### config.mk
export PLATFORM = sky130hd
export DESIGN_NAME = svl_queue
export DESIGN_NICKNAME = d
export VERILOG_FILES = /design/src/rtl/core/svl_pkg.sv /design/src/rtl/core/svl_queue.sv
export SDC_FILE = /design/constraint.sdc
export NUM_CORES = 1
export LEC_CHECK = 0
export BUFFER_PORTS_ARGS = -buffer_cell sky130_fd_sc_hd__buf_2
export CAP_MARGIN = 30
export CORE_ASPECT_RATIO = 1.4
export CORE_MARGIN = 2
export CORE_UTILIZATION = 24
export DETAILED_ROUTE_END_ITERATION = 8
export HOLD_SLACK_MARGIN = 0.05
export PLACE_DENSITY_LB_ADDON = 0.25
export RECOVER_POWER = 100
export SYNTH_ARGS = -nofsm -noshare
export SYNTH_HDL_FRONTEND = slang
export SYNTH_SLANG_ARGS = --single-unit
export TNS_END_PERCENT = 1
### constraint.sdc
create_clock -name clk -period 3.1 [get_ports clk]
set_input_delay 0 -clock clk [delete_from_list [all_inputs] [get_ports clk]]
set_output_delay 0 -clock clk [all_outputs]
set_load 0.01 [all_outputs]
### src/rtl/core/svl_pkg.sv
// Shared types, field widths and codes for the vertex list linker.
// Depends on nothing; every other file of the block but svl_ram imports it.
package svl_pkg;

  // Field widths
  localparam int REQ_W     = 2;
  localparam int SLOT_W    = 12;
  localparam int SITE_W    = 10;
  localparam int ADDR_W    = 14;
  localparam int VTX_W     = 15;

  // Stream bus widths
  localparam int S_DATA_W  = 40;
  localparam int S_USER_W  = 2;
  localparam int M_DATA_W  = 32;

  // Defaults and fixed limits
  localparam int MAX_SITES_DEF = 1024;
  localparam int MAX_SLOTS     = 4096;
  localparam int MAX_WRITES    = 4;
  localparam int Q_DEPTH       = 2;

  // No vertex: -1 in 15 bits
  localparam logic [VTX_W-1:0] NO_VERTEX = '1;

  // Request codes on the input bus
  localparam logic [REQ_W-1:0] REQ_START = 2'd0;
  localparam logic [REQ_W-1:0] REQ_SLOT  = 2'd1;
  localparam logic [REQ_W-1:0] REQ_CLOSE = 2'd2;

  // Command kinds passed from front to back
  typedef enum logic [1:0] {
    CMD_START,
    CMD_EMPTY,
    CMD_OP,
    CMD_CLOSE
  } cmd_kind_t;

  // One queued command
  typedef struct packed {
    cmd_kind_t         kind;
    logic [SLOT_W-1:0] slot;
    logic [SITE_W-1:0] site_a;
    logic [SITE_W-1:0] site_b;
    logic              a_ok;
    logic              b_ok;
  } cmd_t;

  // Back end sequencer states
  typedef enum logic [2:0] {
    ST_CLEAR,
    ST_IDLE,
    ST_RD_B,
    ST_OP_CHK,
    ST_OP_WR2,
    ST_CLOSE_CHK,
    ST_EMIT
  } back_state_t;

endpackage

### src/rtl/core/svl_queue.sv
// Short command queue between front and back end, held in flip-flops.
// Depends on svl_pkg.
module svl_queue (
  input  logic          clk,
  input  logic          rst,
  input  logic          push,
  input  svl_pkg::cmd_t push_entry,
  output logic          full,
  input  logic          pop,
  output svl_pkg::cmd_t head,
  output logic          empty
);
  import svl_pkg::*;

  localparam int QAW = (Q_DEPTH > 1) ? $clog2(Q_DEPTH) : 1;
  localparam int CW  = $clog2(Q_DEPTH + 1);

  cmd_t           slots [Q_DEPTH];
  logic [QAW-1:0] wr_ptr;
  logic [QAW-1:0] rd_ptr;
  logic [CW-1:0]  count;

  assign full  = count == CW'(Q_DEPTH);
  assign empty = count == '0;
  assign head  = slots[rd_ptr];

  // Store pushed entries
  always_ff @(posedge clk) begin
    if (push) begin
      slots[wr_ptr] <= push_entry;
    end
  end

  // Advance pointers and count
  always_ff @(posedge clk) begin
    if (rst) begin
      wr_ptr <= '0;
      rd_ptr <= '0;
      count  <= '0;
    end else begin
      if (push) begin
        wr_ptr <= (wr_ptr == QAW'(Q_DEPTH - 1)) ? '0 : wr_ptr + 1'b1;
      end
      if (pop) begin
        rd_ptr <= (rd_ptr == QAW'(Q_DEPTH - 1)) ? '0 : rd_ptr + 1'b1;
      end
      if (push && !pop) begin
        count <= count + 1'b1;
      end else if (pop && !push) begin
        count <= count - 1'b1;
      end
    end
  end

endmodule

==> metrics.md <==
| Metric | Value |
|---|---|
| Fillers | `1161` |
| Reg2Reg Depth | `2` |
| Drt total wl | `5510 um` |
| Unrepaired setup endpoints after global routing | `false` |
| Mapped Area | `2814 um2` |
| Clock Tree Buf Depth | `2` |
| Hold path cells | `2` |
| Syn_area_per_cell | `21.00 um2` |
| Crit path time final | `2.312 ns` |
| Synth-to-Final Area Change | `42.82%` |
| Area of the multi-input gates | `509.2 um2` |
| Top post-synthesis cells by area | `edfxtp_1, mux2_2, dfxtp_1` |
| Largest net degree at the start of global routing | `37` |
| First-pass GRT wire length | `8424 um` |
| Violated checks | `capacitance limit, slew limit` |
| Area leader, netlist | `edfxtp_1` |
| Worst skew pair latency | `0.32 ns` |
| Peak VDD IR | `0.0003053 V` |
| Drt drc | `0` |
| Static leakage | `1.370 nW` |
| Final number of setup-violating endpoints | `0` |
| WS Path Type | `primary input to flop` |
| IO buf count | `77` |
| Initial antenna violation count | `1` |
| CTS buffer count | `9` |
| Post_cts resized | `0` |
| YS warnings | `0` |
| H-tree depth | `3` |
| Die footprint | `12620 um2` |
| Die Y | `132.1 um` |
| Clock Sinks | `77` |
| Worst Setup End Kind | `flop` |
| Gate Count Post-Synth | `134` |
| Post-CTS Setup Inserts | `0` |
| Slew margin rel. | `-0.2421` |
| Hold crit path type | `primary input to flop` |
| Reg clk slew, reported paths | `0.06 ns` |
| Area share of the largest cell type after synthesis | `0.7683` |
| FP Rows | `46` |
| Crit start category | `primary input` |
| Wire per inst | `13.50 um` |
| Die width | `95.52 um` |
| Max Freq | `0.4326 GHz` |
| Worst clock skew | `0.004631 ns` |
| Via count | `1617` |
| Final hold vios | `0` |
| Post-Route Setup TNS | `0 ns` |
| Seq/Total Area, Yosys | `0.8039` |
| Clk root buf | `clkbuf_16` |
| Final Cycle Share | `0.7458` |
| CTS tree | `built` |
| Core area | `11400 um2` |
| Slew Limit Fails | `55` |
| Max_cap viols | `2` |
| I/O pin cnt | `78` |
| WHS | `0.4016 ns` |
| Syn_nets | `175` |
| Arrival time worst endpoint | `2.33 ns` |
| Post-CTS Hold Buffers | `40` |
| Vias in the first global route | `1741` |
| GRT overflow | `0` |
| Distinct cell type count after synthesis | `16` |
| Slew at the pin closest to its max-slew limit | `1.859 ns` |
| Initial core utilization | `0.2469` |
| Hpwl dp | `3506 um` |
| Critical-path maximum fanout | `19` |
| Pwr/cell area | `661.8 nW/um2` |
| Crit path required time | `3.12 ns` |
| Iteration-0 DRC Markers | `57` |
| Yosys reg bits | `77` |
| RD Place Congestion | `0.6514` |
| Register area | `2263 um2` |
| Gr usage total | `0.09109` |
| 1st-pass router iterations | `6` |
| Vias/cell | `3.963` |
| Status | `finished with violations` |
| Post-route ant nets | `0` |
| Final nets | `300` |
| Share of cells above drive strength 1 | `0.2357` |
[cell usage after synthesis, drive strengths merged]
| cell type | n |
|---|---|
| nor2 | 5 |
| nor2b | 1 |
| edfxtp | 72 |
| xnor2 | 2 |
| dfxtp | 5 |
| a21oi | 1 |
| o21ai | 1 |
| xor2 | 2 |
| and2 | 1 |
| buf | 4 |
| mux2 | 36 |
| inv | 1 |
| and2b | 1 |
| ha | 1 |
| or3 | 1 |
[through the flow]
step	power, W	cell area, um2	std cells	utilization	setup WS (ns)
finish	0.002660	4019	408	0.3527	0.7881
global route	0.002759	4019	408	0.3527	0.6206
global placement	0.001507	3351	351	0.2940	1.458
detailed placement	0.001518	3378	352	0.2964	1.468
CTS	0.002717	4106	407	0.3603	1.208
floorplan	0.001401	2814	134	-	0.7232
[cell usage in the layout, fill, tap and decap left out, drive strengths merged, types with 2 or more instances in the layout]
master and instances:
xor2 2, bufinv 3, dlygate4sd3 40, clkinv 3, buf 13, clkbuf 74
nor2 5, xnor2 2, dfxtp 5, edfxtp 72, mux2 36
[final timing paths]
| check | from | end | slack (ns) |
|---|---|---|---|
| hold / removal | push_entry[31] | slots[1][31] | 0.40 |
| setup / recovery | push | slots[0][27] | 0.79 |
| hold reg to reg | count[1] | count[1] | 0.52 |
| setup reg to reg | wr_ptr | slots[0][27] | 0.82 |
[layout make-up]
cell class	instances	area share
Sequential cell	77	0.5632
Timing Repair Buffer	118	0.1821
Multi-Input combinational cell	52	0.1267
Clock buffer	9	0.05604
Tap cell	144	0.04483
Clock inverter	6	0.02553
Inverter	1	0.0009340
Antenna cell	1	0.0006227
[sequential cells by signal, summed over array words and instances (netlist names), named ones only]
signal  cells
slots      72
count       2
wr_ptr      1
rd_ptr      1
[critical path, cell delays in order]
cell           delay (ns)
dlygate4sd3_1        0.53
buf_2                0.13
nor2b_1              1.41
buf_16               0.26
[kinds of logic after synthesis]
| family | count (synthesis) | synth area share |
|---|---|---|
| DFF | 77 | 0.8039 |
| muxes | 36 | 0.1441 |
| and+or+nand+nor | 9 | 0.01646 |
| buffers and inverters | 5 | 0.01511 |
| xor gates and xnor gates | 4 | 0.01245 |
| AOI/OAI and AO/OA | 2 | 0.003554 |
| adders and majority gates | 1 | 0.004446 |
[power breakdown]
| part | leakage (nW) | internal [W] | switching, W | total (W) |
|---|---|---|---|---|
| Combinational | 0.492 | 0.000137 | 0.000127 | 0.000264 |
| Clock | 0.160 | 0.000774 | 0.000374 | 0.00115 |
| Sequential | 0.718 | 0.00121 | 0.0000352 | 0.00125 |
| Total | 1.37 | 0.00212 | 0.000536 | 0.00266 |
[layer usage]
layer  vias to the layer above  wire length, um  track usage
met1                       784             2142      0.09693
li1                        775                -            -
met5                         -                0            0
met3                         8              378      0.02973
met4                         0               92      0.05000
met2                        50             2896       0.1557
Power figures use the tool's default switching activity.
